**config.mk**
```make
export PLATFORM = sky130hd
export DESIGN_NAME = sprite_sort_and_batch
export DESIGN_NICKNAME = d
export VERILOG_FILES = /design/src/rtl/core/ssb_pkg.sv /design/src/rtl/core/sprite_sort_and_batch.sv /design/src/rtl/core/ssb_ram.sv /design/src/rtl/core/ssb_order_cmp.sv /design/src/rtl/core/ssb_seq.sv
export SDC_FILE = /design/constraint.sdc
export NUM_CORES = 2
export LEC_CHECK = 0
export BUFFER_PORTS_ARGS = -buffer_cell sky130_fd_sc_hd__buf_4
export CAP_MARGIN = 25
export CELL_PAD_IN_SITES_DETAIL_PLACEMENT = 1
export CELL_PAD_IN_SITES_GLOBAL_PLACEMENT = 1
export CORE_MARGIN = 2
export CORE_UTILIZATION = 53
export CTS_CLUSTER_SIZE = 24
export DETAILED_ROUTE_END_ITERATION = 7
export PLACE_DENSITY = 0.89
export SETUP_SLACK_MARGIN = 0.3
export SLEW_MARGIN = 5
export SYNTH_ARGS = -nofsm -noshare
export SYNTH_HDL_FRONTEND = slang
export SYNTH_SLANG_ARGS = --single-unit
export TNS_END_PERCENT = 30
```
**constraint.sdc**
```tcl
create_clock -name clk -period 5.3 [get_ports clk]
set_input_delay 0.53 -clock clk [delete_from_list [all_inputs] [get_ports clk]]
set_output_delay 0.53 -clock clk [all_outputs]
set_load 0.05 [all_outputs]
```
**src/rtl/core/ssb_pkg.sv**
```systemverilog
// Shared types, codes and constants of the sprite sort and batch block.
package ssb_pkg;

	localparam int TEX_W          = 16;
	localparam int DEPTH_W        = 16;
	localparam int ARR_W          = 6;
	localparam int OFF_W          = 9;
	localparam int DEF_MAX_GLYPHS = 64;

	localparam logic [OFF_W-1:0] VERTS_PER_GLYPH = OFF_W'(6);

	typedef enum logic [1:0] {
		ACT_BEGIN = 2'd0,
		ACT_DRAW  = 2'd1,
		ACT_END   = 2'd2
	} action_t;

	typedef enum logic [1:0] {
		MODE_NONE       = 2'd0,
		MODE_DEPTH_UP   = 2'd1,
		MODE_DEPTH_DOWN = 2'd2,
		MODE_TEX_UP     = 2'd3
	} mode_t;

	localparam mode_t SORT_MODE_RESET = MODE_TEX_UP;

	typedef enum logic [2:0] {
		ST_IDLE,
		ST_KEY,
		ST_CMP,
		ST_PLACE,
		ST_ERELOAD,
		ST_EFIRST,
		ST_ENEXT,
		ST_EWAIT
	} seq_state_t;

	typedef struct packed {
		logic [TEX_W-1:0]   texture;
		logic [DEPTH_W-1:0] depth;
		logic [ARR_W-1:0]   arrival;
	} glyph_t;

	typedef struct packed {
		logic [ARR_W-1:0] glyph_index;
		logic [TEX_W-1:0] glyph_texture;
		logic [OFF_W-1:0] vertex_offset;
		logic             starts_batch;
		logic             ends_batch;
		logic [OFF_W-1:0] batch_offset;
		logic [OFF_W-1:0] batch_vertices;
		logic             dropped;
		logic             last;
	} result_t;

endpackage

```
**src/rtl/core/sprite_sort_and_batch.sv**
```systemverilog
// Top level of the sprite sort and batch block: mode register, glyph store, sequencer.
//
// Collects sprite glyphs between a begin beat and an end beat, then replays them
// stably ordered by sort_mode (arrival, ascending depth, descending depth or
// ascending texture), one result beat per glyph, with texture batch marks and
// vertex offsets at six vertices per glyph. An end beat over n stored glyphs
// first runs an insertion sort through the single shared compare unit and the
// one-read, one-write glyph RAM: a key read and a final compare or placement for
// each glyph after the first, one more compare for each glyph moved past another
// (n*(n-1)/2 moves at worst), and a reload step when the last glyph sorted lands
// in slot zero; the sort is skipped entirely in arrival mode or with fewer than
// two glyphs. Emission then primes the first glyph and sends each result through
// a load step and a wait for its take, held while the output is stalled. The block
// stalls its input from the end beat until the last result beat is taken. The glyph
// RAM needs no clearing pass after reset. Draws beyond MAX_GLYPHS are dropped and
// reported on every result until the next begin.
module sprite_sort_and_batch
	import ssb_pkg::*;
#(
	parameter int MAX_GLYPHS = DEF_MAX_GLYPHS
) (
	input  logic                      clk,
	input  logic                      arst_n,
	// input channel
	input  logic                      in_valid,
	output logic                      in_stall,
	input  logic [1:0]                action,
	input  logic [TEX_W-1:0]          texture_id,
	input  logic signed [DEPTH_W-1:0] depth_key,
	// result channel
	output logic                      out_valid,
	input  logic                      out_stall,
	output logic [ARR_W-1:0]          glyph_index,
	output logic [TEX_W-1:0]          glyph_texture,
	output logic [OFF_W-1:0]          vertex_offset,
	output logic                      starts_batch,
	output logic                      ends_batch,
	output logic [OFF_W-1:0]          batch_offset,
	output logic [OFF_W-1:0]          batch_vertices,
	output logic                      dropped,
	output logic                      last,
	// sort mode register
	input  logic                      cfg_write_en,
	input  logic [1:0]                cfg_write_data
);

	localparam int AW = $clog2(MAX_GLYPHS);

	mode_t         sort_mode_q;
	result_t       res;
	logic          ram_we;
	logic [AW-1:0] ram_waddr;
	glyph_t        ram_wdata;
	logic [AW-1:0] ram_raddr;
	glyph_t        ram_rdata;

	// the sequencer reads the mode throughout an end run; write it only while idle
	always_ff @(posedge clk or negedge arst_n) begin
		if (!arst_n) begin
			sort_mode_q <= SORT_MODE_RESET;
		end else if (cfg_write_en) begin
			sort_mode_q <= mode_t'(cfg_write_data);
		end
	end

	// glyph store: texture, depth and arrival index packed in one word
	ssb_ram #(
		.WIDTH  ($bits(glyph_t)),
		.DEPTH  (MAX_GLYPHS),
		.ADDR_W (AW)
	) u_store (
		.clk   (clk),
		.we    (ram_we),
		.waddr (ram_waddr),
		.wdata (ram_wdata),
		.raddr (ram_raddr),
		.rdata (ram_rdata)
	);

	ssb_seq #(
		.MAX_GLYPHS (MAX_GLYPHS),
		.AW         (AW)
	) u_seq (
		.clk        (clk),
		.arst_n     (arst_n),
		.in_valid   (in_valid),
		.in_stall   (in_stall),
		.action     (action),
		.texture_id (texture_id),
		.depth_key  (depth_key),
		.sort_mode  (sort_mode_q),
		.out_valid  (out_valid),
		.out_stall  (out_stall),
		.res        (res),
		.ram_we     (ram_we),
		.ram_waddr  (ram_waddr),
		.ram_wdata  (ram_wdata),
		.ram_raddr  (ram_raddr),
		.ram_rdata  (ram_rdata)
	);

	assign glyph_index    = res.glyph_index;
	assign glyph_texture  = res.glyph_texture;
	assign vertex_offset  = res.vertex_offset;
	assign starts_batch   = res.starts_batch;
	assign ends_batch     = res.ends_batch;
	assign batch_offset   = res.batch_offset;
	assign batch_vertices = res.batch_vertices;
	assign dropped        = res.dropped;
	assign last           = res.last;

	// a pending result always holds off new input
	a_busy_while_out: assert property (@(posedge clk) disable iff (!arst_n)
		out_valid |-> in_stall)
		else $error("input open while a result is pending");

	// taking the final result frees the input on the next cycle
	a_free_after_last: assert property (@(posedge clk) disable iff (!arst_n)
		(out_valid && !out_stall && last) |=> !in_stall)
		else $error("input still stalled after the final result");

	// a batch opens at this glyph's own slot with one glyph's vertices
	a_batch_open: assert property (@(posedge clk) disable iff (!arst_n)
		(out_valid && starts_batch) |->
			(batch_offset == vertex_offset && batch_vertices == VERTS_PER_GLYPH))
		else $error("batch start marks inconsistent");

	// the final glyph always closes its batch
	a_last_closes: assert property (@(posedge clk) disable iff (!arst_n)
		(out_valid && last) |-> ends_batch)
		else $error("final result does not close its batch");

endmodule

```
**src/rtl/core/ssb_ram.sv**
```systemverilog
// Generic single-write, single-read RAM with registered read data.
module ssb_ram #(
	parameter int WIDTH  = 8,
	parameter int DEPTH  = 16,
	parameter int ADDR_W = $clog2(DEPTH)
) (
	input  logic              clk,
	input  logic              we,
	input  logic [ADDR_W-1:0] waddr,
	input  logic [WIDTH-1:0]  wdata,
	input  logic [ADDR_W-1:0] raddr,
	output logic [WIDTH-1:0]  rdata
);

	logic [WIDTH-1:0] mem_q [DEPTH];
	logic [WIDTH-1:0] rdata_q;

	always_ff @(posedge clk) begin
		if (we) begin
			mem_q[waddr] <= wdata;
		end
		rdata_q <= mem_q[raddr];
	end

	assign rdata = rdata_q;

endmodule

```
**src/rtl/core/ssb_order_cmp.sv**
```systemverilog
// Shared order compare unit: true when glyph a must go strictly before glyph b.
module ssb_order_cmp
	import ssb_pkg::*;
(
	input  mode_t  mode,
	input  glyph_t a,
	input  glyph_t b,
	output logic   a_first
);

	always_comb begin
		unique case (mode)
			MODE_DEPTH_UP:   a_first = $signed(a.depth) < $signed(b.depth);
			MODE_DEPTH_DOWN: a_first = $signed(b.depth) < $signed(a.depth);
			MODE_TEX_UP:     a_first = a.texture < b.texture;
			MODE_NONE:       a_first = 1'b0;
			default:         a_first = 1'b0;
		endcase
	end

endmodule

```
**src/rtl/core/ssb_seq.sv**
```systemverilog
// Sequencer: glyph store writes, insertion sort over the RAM, batch emission.
module ssb_seq
	import ssb_pkg::*;
#(
	parameter int MAX_GLYPHS = DEF_MAX_GLYPHS,
	parameter int CW         = $clog2(MAX_GLYPHS + 1),
	parameter int AW         = $clog2(MAX_GLYPHS)
) (
	input  logic                      clk,
	input  logic                      arst_n,
	input  logic                      in_valid,
	output logic                      in_stall,
	input  logic [1:0]                action,
	input  logic [TEX_W-1:0]          texture_id,
	input  logic signed [DEPTH_W-1:0] depth_key,
	input  mode_t                     sort_mode,
	output logic                      out_valid,
	input  logic                      out_stall,
	output result_t                   res,
	output logic                      ram_we,
	output logic [AW-1:0]             ram_waddr,
	output glyph_t                    ram_wdata,
	output logic [AW-1:0]             ram_raddr,
	input  glyph_t                    ram_rdata
);

	seq_state_t       state_q, state_d;
	logic [CW-1:0]    count_q;
	logic             ovf_q;
	logic [CW-1:0]    idx_q;
	logic [CW-1:0]    j_q;
	glyph_t           key_q;
	glyph_t           cur_q;
	logic [TEX_W-1:0] prev_tex_q;
	logic [OFF_W-1:0] voff_q;
	logic [OFF_W-1:0] bstart_q;
	logic [OFF_W-1:0] bverts_q;
	logic             out_valid_q;
	result_t          res_q;

	logic          in_acc;
	logic          out_take;
	logic          count_full;
	logic          do_sort;
	logic          sort_done;
	logic [CW-1:0] idx_inc;
	logic [CW:0]   idx_p2;
	logic [CW-1:0] waddr_c;
	logic [CW-1:0] raddr_c;
	logic          a_first;
	result_t       res_c;

	ssb_order_cmp u_cmp (
		.mode    (sort_mode),
		.a       (key_q),
		.b       (ram_rdata),
		.a_first (a_first)
	);

	assign in_stall   = (state_q != ST_IDLE);
	assign in_acc     = in_valid && (state_q == ST_IDLE);
	assign out_take   = out_valid_q && !out_stall;
	assign count_full = (count_q == CW'(MAX_GLYPHS));
	assign do_sort    = (sort_mode != MODE_NONE) && (count_q > CW'(1));
	assign idx_inc    = idx_q + CW'(1);
	assign idx_p2     = {1'b0, idx_q} + (CW+1)'(2);
	assign sort_done  = (idx_inc == count_q);

	// next state and RAM port
	always_comb begin
		state_d   = state_q;
		ram_we    = 1'b0;
		waddr_c   = '0;
		ram_wdata = key_q;
		raddr_c   = '0;
		unique case (state_q)
			ST_IDLE: begin
				if (in_acc) begin
					unique case (action)
						ACT_DRAW: begin
							if (!count_full) begin
								ram_we    = 1'b1;
								waddr_c   = count_q;
								ram_wdata = '{texture: texture_id,
								              depth:   depth_key,
								              arrival: ARR_W'(count_q)};
							end
						end
						ACT_END: begin
							if (count_q != '0) begin
								if (do_sort) begin
									raddr_c = CW'(1);
									state_d = ST_KEY;
								end else begin
									state_d = ST_EFIRST;
								end
							end
						end
						default: ;
					endcase
				end
			end
			ST_KEY: begin
				raddr_c = idx_q - CW'(1);
				state_d = ST_CMP;
			end
			ST_CMP: begin
				ram_we  = 1'b1;
				waddr_c = j_q;
				if (a_first) begin
					// shift the neighbor up one slot
					ram_wdata = ram_rdata;
					if (j_q == CW'(1)) begin
						state_d = ST_PLACE;
					end else begin
						raddr_c = j_q - CW'(2);
					end
				end else begin
					ram_wdata = key_q;
					if (sort_done) begin
						state_d = ST_EFIRST;
					end else begin
						raddr_c = idx_inc;
						state_d = ST_KEY;
					end
				end
			end
			ST_PLACE: begin
				ram_we    = 1'b1;
				ram_wdata = key_q;
				if (sort_done) begin
					// slot zero is written at this edge; read it back next cycle
					state_d = ST_ERELOAD;
				end else begin
					raddr_c = idx_inc;
					state_d = ST_KEY;
				end
			end
			ST_ERELOAD: begin
				state_d = ST_EFIRST;
			end
			ST_EFIRST: begin
				if (count_q > CW'(1)) begin
					raddr_c = CW'(1);
				end
				state_d = ST_ENEXT;
			end
			ST_ENEXT: begin
				state_d = ST_EWAIT;
			end
			ST_EWAIT: begin
				if (out_take) begin
					if (res_q.last) begin
						state_d = ST_IDLE;
					end else begin
						if (idx_p2 < {1'b0, count_q}) begin
							raddr_c = idx_p2[CW-1:0];
						end
						state_d = ST_ENEXT;
					end
				end
			end
			default: state_d = ST_IDLE;
		endcase
	end

	assign ram_waddr = waddr_c[AW-1:0];
	assign ram_raddr = raddr_c[AW-1:0];

	// result of the glyph held in cur_q; ram_rdata holds its successor
	always_comb begin
		res_c.glyph_index   = cur_q.arrival;
		res_c.glyph_texture = cur_q.texture;
		res_c.vertex_offset = voff_q;
		res_c.starts_batch  = (idx_q == '0) || (cur_q.texture != prev_tex_q);
		res_c.last          = sort_done;
		res_c.ends_batch    = sort_done || (cur_q.texture != ram_rdata.texture);
		res_c.batch_offset  = res_c.starts_batch ? voff_q : bstart_q;
		res_c.batch_vertices = res_c.starts_batch ? VERTS_PER_GLYPH
		                                          : bverts_q + VERTS_PER_GLYPH;
		res_c.dropped       = ovf_q;
	end

	always_ff @(posedge clk or negedge arst_n) begin
		if (!arst_n) begin
			state_q <= ST_IDLE;
		end else begin
			state_q <= state_d;
		end
	end

	always_ff @(posedge clk or negedge arst_n) begin
		if (!arst_n) begin
			count_q     <= '0;
			ovf_q       <= 1'b0;
			out_valid_q <= 1'b0;
		end else begin
			if (in_acc) begin
				unique case (action)
					ACT_BEGIN: begin
						count_q <= '0;
						ovf_q   <= 1'b0;
					end
					ACT_DRAW: begin
						if (count_full) begin
							ovf_q <= 1'b1;
						end else begin
							count_q <= count_q + CW'(1);
						end
					end
					default: ;
				endcase
			end
			if (state_q == ST_ENEXT) begin
				out_valid_q <= 1'b1;
			end else if (out_take) begin
				out_valid_q <= 1'b0;
			end
		end
	end

	always_ff @(posedge clk) begin
		unique case (state_q)
			ST_IDLE: begin
				if (in_acc && action == ACT_END) begin
					idx_q <= do_sort ? CW'(1) : '0;
				end
			end
			ST_KEY: begin
				key_q <= ram_rdata;
				j_q   <= idx_q;
			end
			ST_CMP: begin
				if (a_first) begin
					j_q <= j_q - CW'(1);
				end else begin
					idx_q <= sort_done ? '0 : idx_inc;
				end
			end
			ST_PLACE: begin
				idx_q <= sort_done ? '0 : idx_inc;
			end
			ST_EFIRST: begin
				cur_q  <= ram_rdata;
				voff_q <= '0;
			end
			ST_ENEXT: begin
				res_q      <= res_c;
				cur_q      <= ram_rdata;
				prev_tex_q <= cur_q.texture;
				voff_q     <= voff_q + VERTS_PER_GLYPH;
				bstart_q   <= res_c.batch_offset;
				bverts_q   <= res_c.batch_vertices;
			end
			ST_EWAIT: begin
				if (out_take && !res_q.last) begin
					idx_q <= idx_inc;
				end
			end
			default: ;
		endcase
	end

	assign out_valid = out_valid_q;
	assign res       = res_q;

endmodule
```
==> run_results.csv, run 1 <==
group,metric,value,unit
logic_synthesis,synth_commonest_cells,"edfxtp_1, nand2_1, a21oi_1, mux2i_1, nand3_1",
clocking,cts_num_sinks,2616,
logic_synthesis,synth_top_area_cell,"edfxtp_1",
place,place_hpwl,240,mm
floorplanning,start_util,0.534,
grt,grt.total_usage,0.766,
logic_synthesis,synth_flop_cell,"edfxtp_1",
place,post-place-ws,-288,ps
floorplanning,ios,96,
logic_synthesis,synth_enable_flop_cells,2564,
outcome,lastStage,"global routing",
logic_synthesis,synthArstFlopShare,0.00535,
logic_synthesis,synth.cell_area,103000,um^2
grt,grt_max_degree,67,
clocking,cts_buffers,275,
logic_synthesis,synth.avg_cell_area,14.3,um^2
timing,worst-ep-kind,"register data pin",
logic_synthesis,synthCells,7193,
grt,antenna_found_initial,115,
floorplanning,die_h,445,um
place,gp_congestion,0.976,
clocking,htree_num_levels,5,
logic_synthesis,synth.area.top_cells,"edfxtp_1, nand2_1, mux2i_1, a21oi_1, nand3_1",
timing,worst_endpoint,"u_store.rdata[12]$_DFF_P_/D",
clocking,cts_root_buf,"clkbuf_16",
grt,overflow,174,
logic_synthesis,ys_seq_area_frac,0.759,
place,port_buffers,92,
logic_synthesis,synth_cell_types,86,
logic_synthesis,synth.ff_latch_count,2616,
outcome,error,"[ERROR GRT-0232] Routing congestion too high. Check the congestion heatmap in the GUI.",
clocking,cts_buffer_depth,4,
logic_synthesis,synth_top_cell_area_share,0.748,
logic_synthesis,synth_most_common_cell,"edfxtp_1",
floorplanning,die_x,445,um
floorplanning,fp-row-count,161,
logic_synthesis,yosysWarnings,0,
place,place_inst,9993,
outcome,outcome,"stopped before the end",
## layer usage
layer | GRT overflow | GRT usage
met2 | 67 | 0.866
met5 | 3 | 0.550
met4 | 77 | 0.735
met1 | 11 | 0.752
met3 | 16 | 0.701
## what timing repair did
item                                    in CTS
endpoints found under the setup margin    2345
resized for setup                          126
endpoints found under the hold margin       19
hold buffers                                 7
buffers inserted                            23
cloned                                       2
pin swaps                                   18
## metrics by stage
stage,instance area [um^2],hold slack [ps],setup TNS [ps],util
2_1_floorplan,103000,234,0,-
3_3_place_gp,112000,401,-132,0.581
3_5_place_dp,112000,405,-880,0.581
4_1_cts,121000,51.1,0,0.630
## cells by family after synthesis
family          synth area share
other cells            0.0000364
simple gates              0.0950
fa+ha+maj                0.00632
xor+xnor                 0.00648
compound gates            0.0684
flops                      0.759
mux                       0.0427
buf+inv                   0.0218
==> run 2: changes to the inputs <==
--- a/config.mk
+++ b/config.mk
@@ -7,14 +7,10 @@
 export LEC_CHECK = 0
 export BUFFER_PORTS_ARGS = -buffer_cell sky130_fd_sc_hd__buf_4
 export CAP_MARGIN = 25
-export CELL_PAD_IN_SITES_DETAIL_PLACEMENT = 1
-export CELL_PAD_IN_SITES_GLOBAL_PLACEMENT = 1
 export CORE_MARGIN = 2
-export CORE_UTILIZATION = 53
-export CTS_CLUSTER_SIZE = 24
+export CORE_UTILIZATION = 40
 export DETAILED_ROUTE_END_ITERATION = 7
-export PLACE_DENSITY = 0.89
-export SETUP_SLACK_MARGIN = 0.3
+export PLACE_DENSITY_LB_ADDON = 0.15
 export SLEW_MARGIN = 5
 export SYNTH_ARGS = -nofsm -noshare
 export SYNTH_HDL_FRONTEND = slang
==> run_results.csv, run 2 <==
group,metric,value,unit
outcome,outcome,"finished clean",
place,port_buffers,92,
timing,setup_violations,0,
finish,final_common_cell,"edfxtp_1",
pwr,peakVddDrop,484,uV
timing,setup_slack,13.0,ps
logic_synthesis,synth_cell_types,86,
grt,grtUsageMet1,0.350,
critical_path,regToRegSetupSlack,10,ps
finish,syn_to_final_growth,18.3,%
critical_path,cp-startpoint,"u_store.rdata[19]",
floorplanning,die_h,511,um
finish,layout.nets,7814,
flow_run,drv_cap,0,
clocking,clock_latency,980,ps
floorplanning,ios,96,
critical_path,critical_path.endpoint_type,"flip-flop",
timing,worst_slew_pin_slew,1020,ps
logic_synthesis,synthArstFlopShare,0.00535,
place,gp_congestion,0.894,
critical_path,r2r_start,"u_store.rdata[19]",
logic_synthesis,synth_enable_flop_cells,2564,
logic_synthesis,synth_top_area_cell,"edfxtp_1",
detailed_routing,routed_wl,327,mm
logic_synthesis,synth.ff_latch_count,2616,
timing,hold_viol_final,0,
logic_synthesis,synth.area.top_cells,"edfxtp_1, nand2_1, mux2i_1, a21oi_1, nand3_1",
detailed_routing,firstDrtPassIters,8,
timing,fin_setup_tns,0,ps
clocking,cts_num_sinks,2616,
logic_synthesis,synth.cell_area,103000,um^2
timing,slew_violations,0,
place,place_hpwl,193,mm
logic_synthesis,yosysWarnings,0,
clocking,cts_root_buf,"clkbuf_16",
finish,layoutNonFillerInstCount,11319,
logic_synthesis,synthCells,7193,
logic_synthesis,synth_top_cell_area_share,0.748,
pwr,powerDensity,595,nW/um^2
clocking,clkTransAtPathRegs,60,ps
grt,gr-usage-met3,0.0449,
grt,antenna_found_initial,15,
hold_path,hold_depth,4,
timing,fin_crit_sh,0.998,
grt,overflow,0,
finish,final_cell_mix,"edfxtp_1, nand2_1, a21oi_1",
timing,relSlewSlack,0.316,
critical_path,critical_path.max_fanout,16,
floorplanning,start_util,0.402,
timing,fin_crit,5290,ps
critical_path,startpoint_type,"flip-flop",
logic_synthesis,ys_seq_area_frac,0.759,
clocking,htree_num_levels,5,
logic_synthesis,synth_most_common_cell,"edfxtp_1",
grt,grt_max_degree,78,
grt,grt_first_pass_wirelength,460,mm
detailed_routing,avgViaCountPerCell,5.70,
critical_path,crit_type,"flip-flop to flip-flop",
clocking,cts_buffer_depth,4,
finish,regMostFlops,"u_store.mem_q",
critical_path,ff2ff_path_depth,17,
timing,clock_skew,78.7,ps
detailed_routing,route.detailed.drc,0,
clocking,cts_buffers,292,
detailed_routing,num_vias,64520,
logic_synthesis,synth_commonest_cells,"edfxtp_1, nand2_1, a21oi_1, mux2i_1, nand3_1",
detailed_routing,wl_per_cell,28.9,um
finish,largest_reg_flops,2432,
grt,grt.busiest_layer,"met2",
detailed_routing,ant_nets,0,
hold_path,hp-class,"input pin to flip-flop",
hold_path,hold_start,"action[1]",
critical_path,arrival,6040,ps
floorplanning,die_x,511,um
clocking,cts_tree,"done",
detailed_routing,dr.first_iter.drc_count,8258,
floorplanning,coreArea,256000,um^2
logic_synthesis,synth_flop_cell,"edfxtp_1",
floorplanning,fp-row-count,186,
pwr,leakagePower,41.7,nW
place,place_inst,10794,
floorplanning,dieArea,261000,um^2
logic_synthesis,synth.avg_cell_area,14.3,um^2
critical_path,critPathRequiredTime,6050,ps
grt,grt.total_usage,0.244,
finish,drive_gt1_frac,0.149,
timing,whs,54.3,ps
hold_path,hold_end,"u_seq.ovf_q",
finish,n_fill_cell,22097,
grt,grt_pass1_vias,61434,
timing,fmax,189,MHz
place,post-place-ws,-449,ps
grt,grt_use_met2,0.384,
critical_path,reg2reg_to,"u_store.rdata[35]",
[run 2: cell type report]
class | instances | area (um^2) | share of cell area
Antenna cell | 3 | 7.51 | 0.0000617
Clock buffer | 374 | 7830 | 0.0643
Clock inverter | 131 | 1350 | 0.0111
Inverter | 98 | 368 | 0.00302
Multi-Input combinational cell | 4063 | 23300 | 0.191
Sequential cell | 2616 | 78100 | 0.641
Tap cell | 3384 | 4230 | 0.0348
Timing Repair Buffer | 650 | 6560 | 0.0539
[run 2: how the worst max path moves through the flow]
stage          cells after the start              endpoint  slack [ps]
3_5_place_dp                      17     u_store.rdata[26]        -450
4_1_cts                           18     u_store.rdata[35]          -8
2_1_floorplan                     11  u_store.mem_q[60][0]         630
5_1_grt                           17     u_store.rdata[35]         -10
6_report                          17     u_store.rdata[35]          10
3_3_place_gp                      19     u_store.rdata[27]        -580
[run 2: power by group]
group	total (mW)	switching (mW)	internal, mW
Clock	19.8	8.05	11.8
Combinational	26.9	18.0	8.90
Sequential	25.8	0.758	25.0
[run 2: timing repair]
| item | CTS | global route |
|---|---|---|
| gates resized for setup | 9 | 17 |
| setup buffers | 0 | 4 |
| hold endpoints to repair | 23 | 0 |
| pin swaps | 1 | 5 |
| setup endpoints to repair | 8 | 19 |
| hold buffers | 7 | 0 |
[run 2: cell families (layout without fill, tap and decap cells)]
group	Yosys count	after routing	share of synthesized area
xor gates and xnor gates	73	73	0.00648
muxes	438	438	0.0427
DFF	2616	2616	0.759
buffers and inverters	516	1253	0.0218
AOI/OAI and AO/OA	1200	1200	0.0684
and+or+nand+nor	2297	2297	0.0950
other	1	6	0.0000364
adders and majority gates	52	52	0.00632
[run 2: critical path: stages, from the launching register on]
cell and delay (ps):
dfxtp_1 590, ha_1 240, nand4_1 190, nor4_2 330, buf_4 150, a21boi_0 280
o32a_1 380, o211ai_1 140, and2_1 220, a211o_1 420, buf_4 220, nand3_4 180
buf_12 210, buf_4 220, a21oi_1 60, or4_1 580, o41ai_2 430, o22ai_2 230
[run 2: per-stage QoR]
stage / power (mW) / cell area, um^2 / utilization
finish: 72.5 / 122000 / 0.475
global route: 75.3 / 122000 / 0.475
CTS: 72.4 / 122000 / 0.474
detailed placement: 52.7 / 112000 / 0.438
global placement: 52.5 / 112000 / 0.438
floorplan: 39.8 / 103000 / -
[run 2: routing by layer]
metal  vias to the layer above  wire length [um]
li1                      28113                 -
met5                         -                40
met3                       440             27500
met2                      2854            151000
met4                         6              7770
met1                     33107            141000
Note: power is estimated with default switching activity, not from simulation.
